**src/teq_pkg.sv**
```systemverilog
// teq_pkg: shared types and field widths of the timed event queue
// no dependencies

package teq_pkg;

  localparam int TIME_W   = 32;
  localparam int HANDLE_W = 16;
  localparam int PRIO_W   = 2;
  localparam int EVID_W   = 16;
  localparam int OUT_ID_W = 16;

  typedef enum logic [1:0] {
    FN_SCHEDULE = 2'd0,
    FN_REMOVE   = 2'd1,
    FN_TICK     = 2'd2,
    FN_CLEAR    = 2'd3
  } func_e;

  typedef enum logic [1:0] {
    STS_OK        = 2'd0,
    STS_NOT_FOUND = 2'd1,
    STS_FULL      = 2'd2
  } status_e;

  typedef enum logic [2:0] {
    S_IDLE,
    S_SCAN_DN,
    S_SCAN_UP,
    S_INSERT,
    S_DONE
  } state_e;

endpackage

```
**src/timed_event_queue_unit.sv**
```systemverilog
// timed_event_queue_unit: table of pending timed events sorted by due time
// depends on teq_pkg and teq_ram
//
// channel  direction  handshake               payload
// in       input      in_valid_i / in_stall_o  func, current_time, time_value, is_relative,
//                                              job_handle, job_priority, long_lived, event_id
// out      output     out_valid_o / out_stall_i status, assigned_id, dispatched, out_handle,
//                                              out_priority, out_long_lived, out_id
//
// schedule walks down from the tail and remove and tick walk up from the head; clear,
// schedule into a full or empty table, and remove or tick on an empty table skip the walk;
// the table lives in one memory walked one entry per cycle
// insertion and removal shift entries through the memory's single write port
// in_stall_o is high from acceptance until the result sits in the output register
// a result waits in the output register while out_stall_i is high
// reset empties the table and clears the id counter; no clearing pass is needed

module timed_event_queue_unit
  import teq_pkg::*;
#(
  parameter int QUEUE_DEPTH = 16,
  parameter int ID_BITS     = 16
) (
  input  logic                clk_i,
  input  logic                rst_ni,
  input  logic                in_valid_i,
  output logic                in_stall_o,
  input  logic [1:0]          func_i,
  input  logic [TIME_W-1:0]   current_time_i,
  input  logic [TIME_W-1:0]   time_value_i,
  input  logic                is_relative_i,
  input  logic [HANDLE_W-1:0] job_handle_i,
  input  logic [PRIO_W-1:0]   job_priority_i,
  input  logic                long_lived_i,
  input  logic [EVID_W-1:0]   event_id_i,
  output logic                out_valid_o,
  input  logic                out_stall_i,
  output logic [1:0]          status_o,
  output logic [OUT_ID_W-1:0] assigned_id_o,
  output logic                dispatched_o,
  output logic [HANDLE_W-1:0] out_handle_o,
  output logic [PRIO_W-1:0]   out_priority_o,
  output logic                out_long_lived_o,
  output logic [OUT_ID_W-1:0] out_id_o
);

  localparam int AW    = $clog2(QUEUE_DEPTH);
  localparam int CW    = $clog2(QUEUE_DEPTH + 1);
  localparam int EW    = TIME_W + ID_BITS + HANDLE_W + PRIO_W + 1;
  localparam int CMP_W = (ID_BITS > EVID_W) ? ID_BITS : EVID_W;

  state_e state_q, state_d;

  func_e               op_q, op_d;
  logic [TIME_W-1:0]   cur_time_q, cur_time_d;
  logic [TIME_W-1:0]   due_q, due_d;
  logic [HANDLE_W-1:0] handle_q, handle_d;
  logic [PRIO_W-1:0]   prio_q, prio_d;
  logic                persist_q, persist_d;
  logic [EVID_W-1:0]   rm_id_q, rm_id_d;
  logic [CW-1:0]       ptr_q, ptr_d;
  logic                pend_q, pend_d;
  logic                found_q, found_d;
  logic [AW-1:0]       ins_q, ins_d;
  logic [CW-1:0]       count_q, count_d;
  logic [ID_BITS-1:0]  next_id_q, next_id_d;

  status_e             res_status_q, res_status_d;
  logic [OUT_ID_W-1:0] res_assigned_q, res_assigned_d;
  logic                res_disp_q, res_disp_d;
  logic [HANDLE_W-1:0] res_handle_q, res_handle_d;
  logic [PRIO_W-1:0]   res_prio_q, res_prio_d;
  logic                res_persist_q, res_persist_d;
  logic [OUT_ID_W-1:0] res_id_q, res_id_d;

  logic                out_valid_q, out_valid_d;
  status_e             out_status_q, out_status_d;
  logic [OUT_ID_W-1:0] out_assigned_q, out_assigned_d;
  logic                out_disp_q, out_disp_d;
  logic [HANDLE_W-1:0] out_handle_q, out_handle_d;
  logic [PRIO_W-1:0]   out_prio_q, out_prio_d;
  logic                out_persist_q, out_persist_d;
  logic [OUT_ID_W-1:0] out_id_q, out_id_d;

  logic                wr_en;
  logic [AW-1:0]       wr_addr;
  logic [EW-1:0]       wr_data;
  logic [AW-1:0]       rd_addr;
  logic [EW-1:0]       rd_data;

  logic [TIME_W-1:0]   rd_time;
  logic [ID_BITS-1:0]  rd_id;
  logic [HANDLE_W-1:0] rd_handle;
  logic [PRIO_W-1:0]   rd_prio;
  logic                rd_persist;

  logic                in_acc;
  logic                out_free;
  logic                full;
  logic                empty;
  logic [TIME_W:0]     rel_sum;
  logic [TIME_W-1:0]   due_new;
  logic [CW-1:0]       cnt_m1;
  logic [CW-1:0]       pos_dn;
  logic [CW-1:0]       pos_dn_p1;
  logic [CW-1:0]       pos_up;
  logic [CW-1:0]       pos_up_m1;
  logic                time_ge;
  logic                hit_up;
  logic                done_dn;
  logic                done_up;
  logic                gone;

  teq_ram #(
    .WIDTH(EW),
    .DEPTH(QUEUE_DEPTH)
  ) u_table (
    .clk_i    (clk_i),
    .wr_en_i  (wr_en),
    .wr_addr_i(wr_addr),
    .wr_data_i(wr_data),
    .rd_addr_i(rd_addr),
    .rd_data_o(rd_data)
  );

  assign rd_time    = rd_data[TIME_W-1:0];
  assign rd_id      = rd_data[TIME_W +: ID_BITS];
  assign rd_handle  = rd_data[TIME_W + ID_BITS +: HANDLE_W];
  assign rd_prio    = rd_data[TIME_W + ID_BITS + HANDLE_W +: PRIO_W];
  assign rd_persist = rd_data[EW-1];

  assign in_stall_o = (state_q != S_IDLE);
  assign in_acc     = in_valid_i && !in_stall_o;
  assign out_free   = !out_valid_q || !out_stall_i;
  assign full       = (count_q == CW'(QUEUE_DEPTH));
  assign empty      = (count_q == '0);

  // saturating due time for relative scheduling
  assign rel_sum = {1'b0, current_time_i} + {1'b0, time_value_i};
  assign due_new = !is_relative_i ? time_value_i :
                   (rel_sum[TIME_W] ? {TIME_W{1'b1}} : rel_sum[TIME_W-1:0]);

  assign cnt_m1    = count_q - CW'(1);
  assign pos_dn    = ptr_q + CW'(1);
  assign pos_dn_p1 = pos_dn + CW'(1);
  assign pos_up    = ptr_q - CW'(1);
  assign pos_up_m1 = pos_up - CW'(1);

  assign time_ge = (rd_time >= due_q);
  assign hit_up  = !found_q && ((op_q == FN_REMOVE) ?
                   (CMP_W'(rd_id) == CMP_W'(rm_id_q)) : (cur_time_q >= rd_time));
  assign done_dn = !time_ge || (pos_dn == '0);
  assign done_up = (pos_up == cnt_m1) || (!found_q && !hit_up && (op_q == FN_TICK));
  assign gone    = found_q || hit_up;

  // next state
  always_comb begin
    state_d = state_q;
    unique case (state_q)
      S_IDLE: begin
        if (in_acc) begin
          unique case (func_e'(func_i))
            FN_SCHEDULE: begin
              if (full) begin
                state_d = S_DONE;
              end else if (empty) begin
                state_d = S_INSERT;
              end else begin
                state_d = S_SCAN_DN;
              end
            end
            FN_REMOVE, FN_TICK: begin
              state_d = empty ? S_DONE : S_SCAN_UP;
            end
            FN_CLEAR: begin
              state_d = S_DONE;
            end
            default: begin
              state_d = S_DONE;
            end
          endcase
        end
      end
      S_SCAN_DN: begin
        if (pend_q && done_dn) begin
          state_d = S_INSERT;
        end
      end
      S_SCAN_UP: begin
        if (pend_q && done_up) begin
          state_d = S_DONE;
        end
      end
      S_INSERT: begin
        state_d = S_DONE;
      end
      S_DONE: begin
        if (out_free) begin
          state_d = S_IDLE;
        end
      end
      default: begin
        state_d = S_IDLE;
      end
    endcase
  end

  // datapath and table control
  always_comb begin
    op_d           = op_q;
    cur_time_d     = cur_time_q;
    due_d          = due_q;
    handle_d       = handle_q;
    prio_d         = prio_q;
    persist_d      = persist_q;
    rm_id_d        = rm_id_q;
    ptr_d          = ptr_q;
    pend_d         = pend_q;
    found_d        = found_q;
    ins_d          = ins_q;
    count_d        = count_q;
    next_id_d      = next_id_q;
    res_status_d   = res_status_q;
    res_assigned_d = res_assigned_q;
    res_disp_d     = res_disp_q;
    res_handle_d   = res_handle_q;
    res_prio_d     = res_prio_q;
    res_persist_d  = res_persist_q;
    res_id_d       = res_id_q;
    out_valid_d    = out_valid_q && out_stall_i;
    out_status_d   = out_status_q;
    out_assigned_d = out_assigned_q;
    out_disp_d     = out_disp_q;
    out_handle_d   = out_handle_q;
    out_prio_d     = out_prio_q;
    out_persist_d  = out_persist_q;
    out_id_d       = out_id_q;
    wr_en          = 1'b0;
    wr_addr        = '0;
    wr_data        = rd_data;
    rd_addr        = AW'(ptr_q);

    unique case (state_q)
      S_IDLE: begin
        if (in_acc) begin
          op_d           = func_e'(func_i);
          cur_time_d     = current_time_i;
          due_d          = due_new;
          handle_d       = job_handle_i;
          prio_d         = job_priority_i;
          persist_d      = long_lived_i;
          rm_id_d        = event_id_i;
          pend_d         = 1'b0;
          found_d        = 1'b0;
          ins_d          = '0;
          ptr_d          = (func_e'(func_i) == FN_SCHEDULE) ? cnt_m1 : '0;
          res_status_d   = STS_OK;
          res_assigned_d = '0;
          res_disp_d     = 1'b0;
          res_handle_d   = '0;
          res_prio_d     = '0;
          res_persist_d  = 1'b0;
          res_id_d       = '0;
          unique case (func_e'(func_i))
            FN_SCHEDULE: begin
              if (full) begin
                res_status_d = STS_FULL;
              end
            end
            FN_REMOVE: begin
              if (empty) begin
                res_status_d = STS_NOT_FOUND;
              end
            end
            FN_TICK: begin
            end
            FN_CLEAR: begin
              count_d = '0;
            end
            default: begin
            end
          endcase
        end
      end
      S_SCAN_DN: begin
        // walk down from the tail, shifting later entries up by one
        ptr_d  = ptr_q - CW'(1);
        pend_d = 1'b1;
        if (pend_q) begin
          ins_d = AW'(time_ge ? pos_dn : pos_dn_p1);
          if (time_ge) begin
            wr_en   = 1'b1;
            wr_addr = AW'(pos_dn_p1);
          end
        end
      end
      S_SCAN_UP: begin
        // walk up from the head, closing the gap behind the hit
        ptr_d  = ptr_q + CW'(1);
        pend_d = 1'b1;
        if (pend_q) begin
          if (found_q) begin
            wr_en   = 1'b1;
            wr_addr = AW'(pos_up_m1);
          end else if (hit_up) begin
            found_d = 1'b1;
            if (op_q == FN_TICK) begin
              res_disp_d    = 1'b1;
              res_handle_d  = rd_handle;
              res_prio_d    = rd_prio;
              res_persist_d = rd_persist;
              res_id_d      = OUT_ID_W'(rd_id);
            end
          end
          if (done_up) begin
            if (gone) begin
              count_d = count_q - CW'(1);
            end
            if (op_q == FN_REMOVE) begin
              res_status_d = gone ? STS_OK : STS_NOT_FOUND;
            end
          end
        end
      end
      S_INSERT: begin
        wr_en          = 1'b1;
        wr_addr        = ins_q;
        wr_data        = {persist_q, prio_q, handle_q, next_id_q, due_q};
        count_d        = count_q + CW'(1);
        res_assigned_d = OUT_ID_W'(next_id_q);
        next_id_d      = next_id_q + ID_BITS'(1);
      end
      S_DONE: begin
        if (out_free) begin
          out_valid_d    = 1'b1;
          out_status_d   = res_status_q;
          out_assigned_d = res_assigned_q;
          out_disp_d     = res_disp_q;
          out_handle_d   = res_handle_q;
          out_prio_d     = res_prio_q;
          out_persist_d  = res_persist_q;
          out_id_d       = res_id_q;
        end
      end
      default: begin
      end
    endcase
  end

  always_ff @(posedge clk_i or negedge rst_ni) begin
    if (!rst_ni) begin
      state_q     <= S_IDLE;
      count_q     <= '0;
      next_id_q   <= '0;
      out_valid_q <= 1'b0;
      pend_q      <= 1'b0;
      found_q     <= 1'b0;
    end else begin
      state_q     <= state_d;
      count_q     <= count_d;
      next_id_q   <= next_id_d;
      out_valid_q <= out_valid_d;
      pend_q      <= pend_d;
      found_q     <= found_d;
    end
  end

  always_ff @(posedge clk_i) begin
    op_q           <= op_d;
    cur_time_q     <= cur_time_d;
    due_q          <= due_d;
    handle_q       <= handle_d;
    prio_q         <= prio_d;
    persist_q      <= persist_d;
    rm_id_q        <= rm_id_d;
    ptr_q          <= ptr_d;
    ins_q          <= ins_d;
    res_status_q   <= res_status_d;
    res_assigned_q <= res_assigned_d;
    res_disp_q     <= res_disp_d;
    res_handle_q   <= res_handle_d;
    res_prio_q     <= res_prio_d;
    res_persist_q  <= res_persist_d;
    res_id_q       <= res_id_d;
    out_status_q   <= out_status_d;
    out_assigned_q <= out_assigned_d;
    out_disp_q     <= out_disp_d;
    out_handle_q   <= out_handle_d;
    out_prio_q     <= out_prio_d;
    out_persist_q  <= out_persist_d;
    out_id_q       <= out_id_d;
  end

  assign out_valid_o      = out_valid_q;
  assign status_o         = out_status_q;
  assign assigned_id_o    = out_assigned_q;
  assign dispatched_o     = out_disp_q;
  assign out_handle_o     = out_handle_q;
  assign out_priority_o   = out_prio_q;
  assign out_long_lived_o = out_persist_q;
  assign out_id_o         = out_id_q;

`ifndef NO_ASSERTIONS
  a_count_bound: assert property (@(posedge clk_i) disable iff (!rst_ni)
    count_q <= CW'(QUEUE_DEPTH))
    else $error("entry count above table depth");

  a_write_in_range: assert property (@(posedge clk_i) disable iff (!rst_ni)
    wr_en |-> (CW'(wr_addr) <= count_q) && (CW'(wr_addr) < CW'(QUEUE_DEPTH)))
    else $error("table write outside the occupied range");

  a_clear_empties: assert property (@(posedge clk_i) disable iff (!rst_ni)
    (in_acc && func_e'(func_i) == FN_CLEAR) |=> empty)
    else $error("clear left entries in the table");

  a_insert_id: assert property (@(posedge clk_i) disable iff (!rst_ni)
    (state_q == S_INSERT) |=> (next_id_q == $past(next_id_q) + ID_BITS'(1))
      && (count_q == $past(count_q) + CW'(1)))
    else $error("insert did not advance id and count");

  a_result_from_done: assert property (@(posedge clk_i) disable iff (!rst_ni)
    $rose(out_valid_q) |-> $past(state_q == S_DONE))
    else $error("result transaction raised outside the done state");
`endif

endmodule

```
**src/teq_ram.sv**
```systemverilog
// teq_ram: generic single-write, single-read memory with registered read data
// no dependencies

module teq_ram #(
  parameter int WIDTH = 8,
  parameter int DEPTH = 16
) (
  input  logic                     clk_i,
  input  logic                     wr_en_i,
  input  logic [$clog2(DEPTH)-1:0] wr_addr_i,
  input  logic [WIDTH-1:0]         wr_data_i,
  input  logic [$clog2(DEPTH)-1:0] rd_addr_i,
  output logic [WIDTH-1:0]         rd_data_o
);

  logic [WIDTH-1:0] mem_q [DEPTH];
  logic [WIDTH-1:0] rd_data_q;

  always_ff @(posedge clk_i) begin
    if (wr_en_i) begin
      mem_q[wr_addr_i] <= wr_data_i;
    end
    rd_data_q <= mem_q[rd_addr_i];
  end

  assign rd_data_o = rd_data_q;

endmodule
```
**config.mk**
```make
export PLATFORM = sky130hd
export DESIGN_NAME = timed_event_queue_unit
export DESIGN_NICKNAME = d
export VERILOG_FILES = /design/src/teq_pkg.sv /design/src/timed_event_queue_unit.sv /design/src/teq_ram.sv
export SDC_FILE = /design/constraint.sdc
export NUM_CORES = 2
export LEC_CHECK = 0
export BUFFER_PORTS_ARGS = -buffer_cell sky130_fd_sc_hd__buf_2
export CAP_MARGIN = 20
export CORE_UTILIZATION = 62
export CTS_CLUSTER_SIZE = 10
export DETAILED_ROUTE_END_ITERATION = 10
export PLACE_DENSITY = 0.79
export RECOVER_POWER = 25
export REMOVE_ABC_BUFFERS = 1
export SKIP_LAST_GASP = 1
export SYNTH_ARGS = -nofsm -noshare
export SYNTH_HDL_FRONTEND = slang
export SYNTH_HIERARCHICAL = 1
export SYNTH_SLANG_ARGS = --single-unit
```
**constraint.sdc**
```tcl
create_clock -name clk_i -period 9.4 [get_ports clk_i]
set_clock_uncertainty 0.05 [all_clocks]
set_input_delay 0.47 -clock clk_i [delete_from_list [all_inputs] [get_ports clk_i]]
set_output_delay 0.47 -clock clk_i [all_outputs]
set_load 0.02 [all_outputs]
```
# Word-level counts from Yosys, hierarchy flattened
# Memories as Yosys holds them, arrays and structs flattened. A register that Yosys moved wholly into a read port is not among the register bits.
# Index checks and enable logic that the tools add are counted.
[totals]
memories = 1
output_inout_bits = 56
in_bits = 106
register_bits = 245
wordCells = 189
ramBits = 1072
[op_classes]
addsub = 8
mux = 83
magnitude_cmp = 2
eq_ne = 25
reduce_logical = 41
[memory_table]
columns = ["memory", "depth", "word_bits", "rd", "rd_clocked_by_memory_dff", "wr", "line_no", "text"]
rows = [
  ["u_table.mem_q", 16, 67, 1, 1, 1, "teq_ram.sv:16", "logic [WIDTH-1:0] mem_q [DEPTH];"],
]
[op_table]
columns = ["operator", "count"]
rows = [
  ["16-bit 2-to-1 mux", 9],
  ["16-bit case mux with 2 select lines", 3],
  ["67-bit 2-to-1 mux", 1],
  ["32-bit greater-or-equal comparator", 2],
  ["32-bit 2-to-1 mux", 2],
  ["5-bit 2-to-1 mux", 7],
  ["32-bit by 32-bit adder with 33-bit output", 1],
  ["5-bit case mux with 3 select lines", 2],
  ["4-bit 2-to-1 mux", 7],
  ["2-bit inequality test (second input constant)", 12],
  ["1-bit 2-to-1 mux", 23],
  ["2-bit 2-to-1 mux", 11],
  ["3-bit 2-to-1 mux", 6],
  ["16-bit by 1-bit adder with 16-bit output (second input constant)", 1],
  ["16-bit == test", 1],
  ["3-bit case mux with 5 select lines", 1],
  ["2-bit case mux with 2 select lines", 3],
  ["4-bit case mux with 3 select lines", 1],
  ["6-bit AND reduction", 2],
  ["5-bit by 1-bit adder with 5-bit output (second input constant)", 2],
  ["5-bit zero test", 2],
  ["2-bit AND reduction", 5],
  ["5-bit by 1-bit subtractor with 5-bit output (second input constant)", 2],
  ["3-bit case mux with 3 select lines", 1],
  ["other kinds (24)", 52],
]

# Depth between registers and ports, before layout
[depth]
word_depth = 10
mapped_depth = 14
ltp_nobuf = 14

# By module
# Netlist, hierarchy kept.
[by_module_without_submodules]
columns = ["mod", "n_inst", "cells_each", "area_each_um2"]
rows = [
  ["teq_ram", 1, 1724, 41404.7],
  ["timed_event_queue_unit", 1, 1234, 13538.0],
]

# Least setup slack after synthesis
# No wires, ideal clock.
[synth_path]
path_kind = "reg-to-reg"
startpoint = "register due_q[0]"
endpoint = "memory u_table/mem_q[0][0] (netlist bit) (enable)"
stages_incl_launch_ff = 12
required_ns = 8.776
synth_period_minus_slack_ns = 7.962
setup_slack_ns = 1.438
arrival_time_ns = 7.338
path_cell_list = "edfxtp_1 > ha_1 > nand2b_1 > a21o_1 > a21oi_1 > o21a_1 > o211a_1 > or4_1 > a21oi_1 > or3_1 > or3b_2 > nor3_1"
[synth_between]
elab_chain_cells = 6
elab_cells_between_ends = 9
classes_between = "1 x order compare; 8 x mux"
[synth_lines]
columns = ["item", "line_no", "text"]
rows = [
  ["start: declaration", "timed_event_queue_unit.sv:56", "logic [TIME_W-1:0] due_q, due_d;"],
  ["start signal: assignment", "timed_event_queue_unit.sv:371", "due_q <= due_d;"],
  ["32-bit greater-or-equal comparator", "timed_event_queue_unit.sv:149", "assign time_ge = (rd_time >= due_q);"],
  ["1-bit 2-to-1 mux", "timed_event_queue_unit.sv:291", "if (time_ge) begin"],
  ["1-bit 2-to-1 mux", "timed_event_queue_unit.sv:289", "if (pend_q) begin"],
  ["1-bit case mux with 3 select lines", "timed_event_queue_unit.sv:243", "unique case (state_q)"],
  ["named net wr_en", "timed_event_queue_unit.sv:85", "logic wr_en;"],
  ["1-bit 2-to-1 mux", "teq_ram.sv:20", "if (wr_en_i) begin"],
  ["1-bit 2-to-1 mux (implied by the code)", "teq_ram.sv:21", "mem_q[wr_addr_i] <= wr_data_i;"],
  ["end: declaration", "teq_ram.sv:16", ""],
]
# The timed path passes the listed nets, and every way through them passes these cells.

# Final worst setup path
[layout_path]
startpoint = "register state_q[2]"
endpoint = "register res_assigned_q[13] (enable)"
[layout_between]
elab_chain_cells = 5
elab_cells_between_ends = 8
classes_between = "2 x eq/ne; 6 x reduce/logical"
[layout_lines]
columns = ["item", "line_no", "text"]
rows = [
  ["start: declaration", "timed_event_queue_unit.sv:52", "state_e state_q, state_d;"],
  ["start signal: assignment", "timed_event_queue_unit.sv:359", "state_q <= state_d;"],
  ["3-bit nonzero test", "timed_event_queue_unit.sv:132", "assign in_stall_o = (state_q != S_IDLE);"],
  ["1-bit zero test", "timed_event_queue_unit.sv:133", "assign in_acc = in_valid_i && !in_stall_o;"],
  ["1-bit logical AND", "timed_event_queue_unit.sv:133", ""],
  ["2-bit inequality test (no source line)", "n/a", ""],
  ["2-bit AND reduction (no source line) (*)", "n/a", ""],
  ["end signal: assignment", "timed_event_queue_unit.sv:379", "res_assigned_q <= res_assigned_d;"],
  ["end: declaration", "timed_event_queue_unit.sv:69", "logic [OUT_ID_W-1:0] res_assigned_q, res_assigned_d;"],
]
# Mark *: on every way between the ends. The rest lies on a longest branch, timed or not.
# A chain may end at the register's enable or synchronous reset.

==> results_dict.tcl <==
set metrics [dict create \
    drtIter0Drc 4367 \
    crit_fanout 48 \
    grt_first_pass_wirelength_um 204000 \
    wl_per_cell_um 30.5 \
    synth_edf_count 1290 \
    crit_path_end "res_assigned_q[13]" \
    worstMarginPinSlew_ns 4.92 \
    vias 30500 \
    min_period_ns 6.44 \
    startpoint "state_q[2]" \
    synthToLayoutAreaGrowth_pct 13.8 \
    cts_buffer_depth 3 \
    place_ws_ns 3.75 \
    synth_cell_types 74 \
    ir_worst_vdd_mv 0.265 \
    fp-row-count 108 \
    wl_um 139000 \
    io_pins 162 \
    violations "max-capacitance violations, max-slew violations" \
    die-height_um 300 \
    cts.sink_count 1384 \
    holdCritPathClass "input pin to register" \
    synthArstFlopShare_pct 1.95 \
    synth_flop_cell "edfxtp_1" \
    final_cell_mix "edfxtp_1 (1290), mux4_2 (268), nand2_1 (210)" \
    ant_nets 0 \
    critical_path_required_ns 9.50 \
    layout.nets 3505 \
    regArea_sq_um 40800 \
    n_fill_cell 5113 \
    arrival_ns 6.54 \
    ys_ff_latch 1384 \
    fin_crit_sh_pct 68.5 \
    cts_made_buffers 157 \
    ys_warn_count 6 \
    hold_viol 0 \
    cts_resized 0 \
    place_hpwl_um 73900 \
    cpPeakStageDelay_ns 1.93 \
    drc 0 \
    clkTransAtPathRegs_ns 0.05 \
    portBuffers 161 \
    r2r_start "state_q[2]" \
    dr.pass1.iters 6 \
    p_leak_nw 21.4 \
    worstSetupEndpointType "register" \
    rsz0062_at_grt "no" \
    cts_setup_buffers 0 \
    use_met3_pct 5.49 \
    grt_pass1_vias 31900 \
    timing.slew.headroom_pct -228 \
    cts.root.buffer_cell "clkbuf_16" \
    grt_max_degree 190 \
    clk_latency_ns 0.76 \
    final_util_pct 71.6 \
    fin_cells 4550 \
    p_per_area_nw_per_um2 314 \
    viasPerCell 6.70 \
    syn_inst 2958 \
    grtUsageMet2_pct 52.5 \
    status "finished, violations left" \
    rrSetupSlack_ns 2.96 \
    initial_utilization_pct 62.9 \
    fmax_ghz 0.155 \
    crit_chain "nor2b_1, clkbuf_1, nand2_1, clkbuf_1, nand2_1" \
    final_common_cell "edfxtp_1" \
    grt_overflow 0 \
    gp_congestion 0.887 \
    start_kind "register" \
    multiInputGateArea_sq_um 13300 \
    die_w_um 300 \
    htree_levels 4 \
    dieArea_sq_um 89800 \
    antenna_found_initial 2 \
    design.core.area_sq_um 87300 \
    cp_slowest_cell "clkbuf_1" \
    placed_area_sq_um 57200 \
    grtUsageMet1_pct 40.2 \
    avgSynthCellArea_sq_um 18.6 \
    cap_viol_max_count 9 \
    finalMaxSlewViolations 386 \
    setup_viol 0 \
    placed_cells 4194 \
    stdcell_area_sq_um 62500 \
    grt-busiest-layer "met2" \
    synth_area_sq_um 54900 \
    path_class "register to register" \
    reg2reg_to "res_assigned_q[13]" \
    cts_tree "done" \
    layout-drive-gt1-share_pct 17.6 \
    grtUsageTotal_pct 31.4 \
    setup_slack_ns 2.96 \
    synth-seq-area-share_pct 74.2 \
    rr_worst_depth 5 \
    n_antenna_cell 0 \
]
power breakdown:
part	switching, mW	internal [mW]	leakage (nW)
Clock	2.43	3.19	2.20
Sequential	0.323	8.17	12.7
Combinational	3.51	2.01	6.48
Total	6.26	13.4	21.4
worst min path at each step:
stage	to	from	cells past startpoint
finish	due_q[25]	time_value_i[25]	2
global route	due_q[25]	time_value_i[25]	2
CTS	op_q[0]	func_i[0]	1
detailed placement	assigned_id_o[9]	res_assigned_q[9]	0
global placement	assigned_id_o[3]	res_assigned_q[3]	0
floorplan	count_q[0]	rst_ni	0
what timing repair did:
item / in CTS / in global routing
hold buffers: 73 / 0
endpoints found under the setup margin: 0 / 0
hold endpoints to repair: 99 / 0
through the flow:
stage | TNS, ns | total power, mW | hold WS [ns]
2_1_floorplan | -7896.10 | 12.8 | 0.124
3_3_place_gp | 0 | 13.6 | 0.350
3_5_place_dp | 0 | 13.8 | 0.355
4_1_cts | 0 | 19.5 | 0.000135
5_1_grt | 0 | 20.3 | 0.0261
6_report | 0 | 19.6 | 0.0347
layer usage:
metal	routed length (um)	part of all wire [%]
met5	9	0.0065
met4	6980	5.0
met3	13300	9.6
met2	69900	50
met1	48500	35
worst max-delay path: cells and delay by family (launching register included):
kind / cells / cell delay [ns]
simple gates: 3 / 2.09
flops: 1 / 0.63
buf+inv: 2 / 3.02
cell usage after synthesis (37+ instances only):
master	count	area, sq um
nand2_1	210	788
mux4_2	268	6040
edfxtp_1	1290	38700
xnor2_1	37	324
o21ai_0	62	310
ha_1	109	1360
nor2_1	68	255
and3_1	58	363
inv_1	91	342
xor2_1	37	324
a21o_1	45	338
dfxtp_1	67	1340
clkbuf_1	73	274
a21oi_1	87	435
a22oi_1	135	1010
final cells by class:
| class | instances | area share (%) |
|---|---|---|
| clock buffers | 251 | 6.97 |
| clock inverters | 14 | 0.426 |
| inverters | 93 | 0.560 |
| multi-input cells | 1343 | 21.3 |
| flip-flops and latches | 1384 | 65.2 |
| well taps | 1155 | 2.31 |
| repair buffers | 310 | 3.23 |
state kept, by name (all words and copies together) (netlist names), 3 cells and up:
register	count
ptr_q	5
cur_time_q	32
res_assigned_q	16
next_id_q	16
out_handle_o	16
u_table/rd_data_o	67
res_handle_q	16
state_q	3
res_id_q	16
rm_id_q	16
ins_q	4
due_q	32
out_id_o	16
handle_q	16
assigned_id_o	16
u_table/mem_q	1072
count_q	5
kinds of logic (layout without fill, tap and decap cells):
kind of cell	after synthesis	in the layout	synth area share (%)
xor+xnor	74	74	1.18
mux	272	272	11.1
fa+ha+maj	110	110	2.52
simple gates	462	462	3.99
compound gates	425	425	5.27
buf+inv	231	668	1.81
flops	1384	1384	74.2
(Power assumes the default switching activity.)
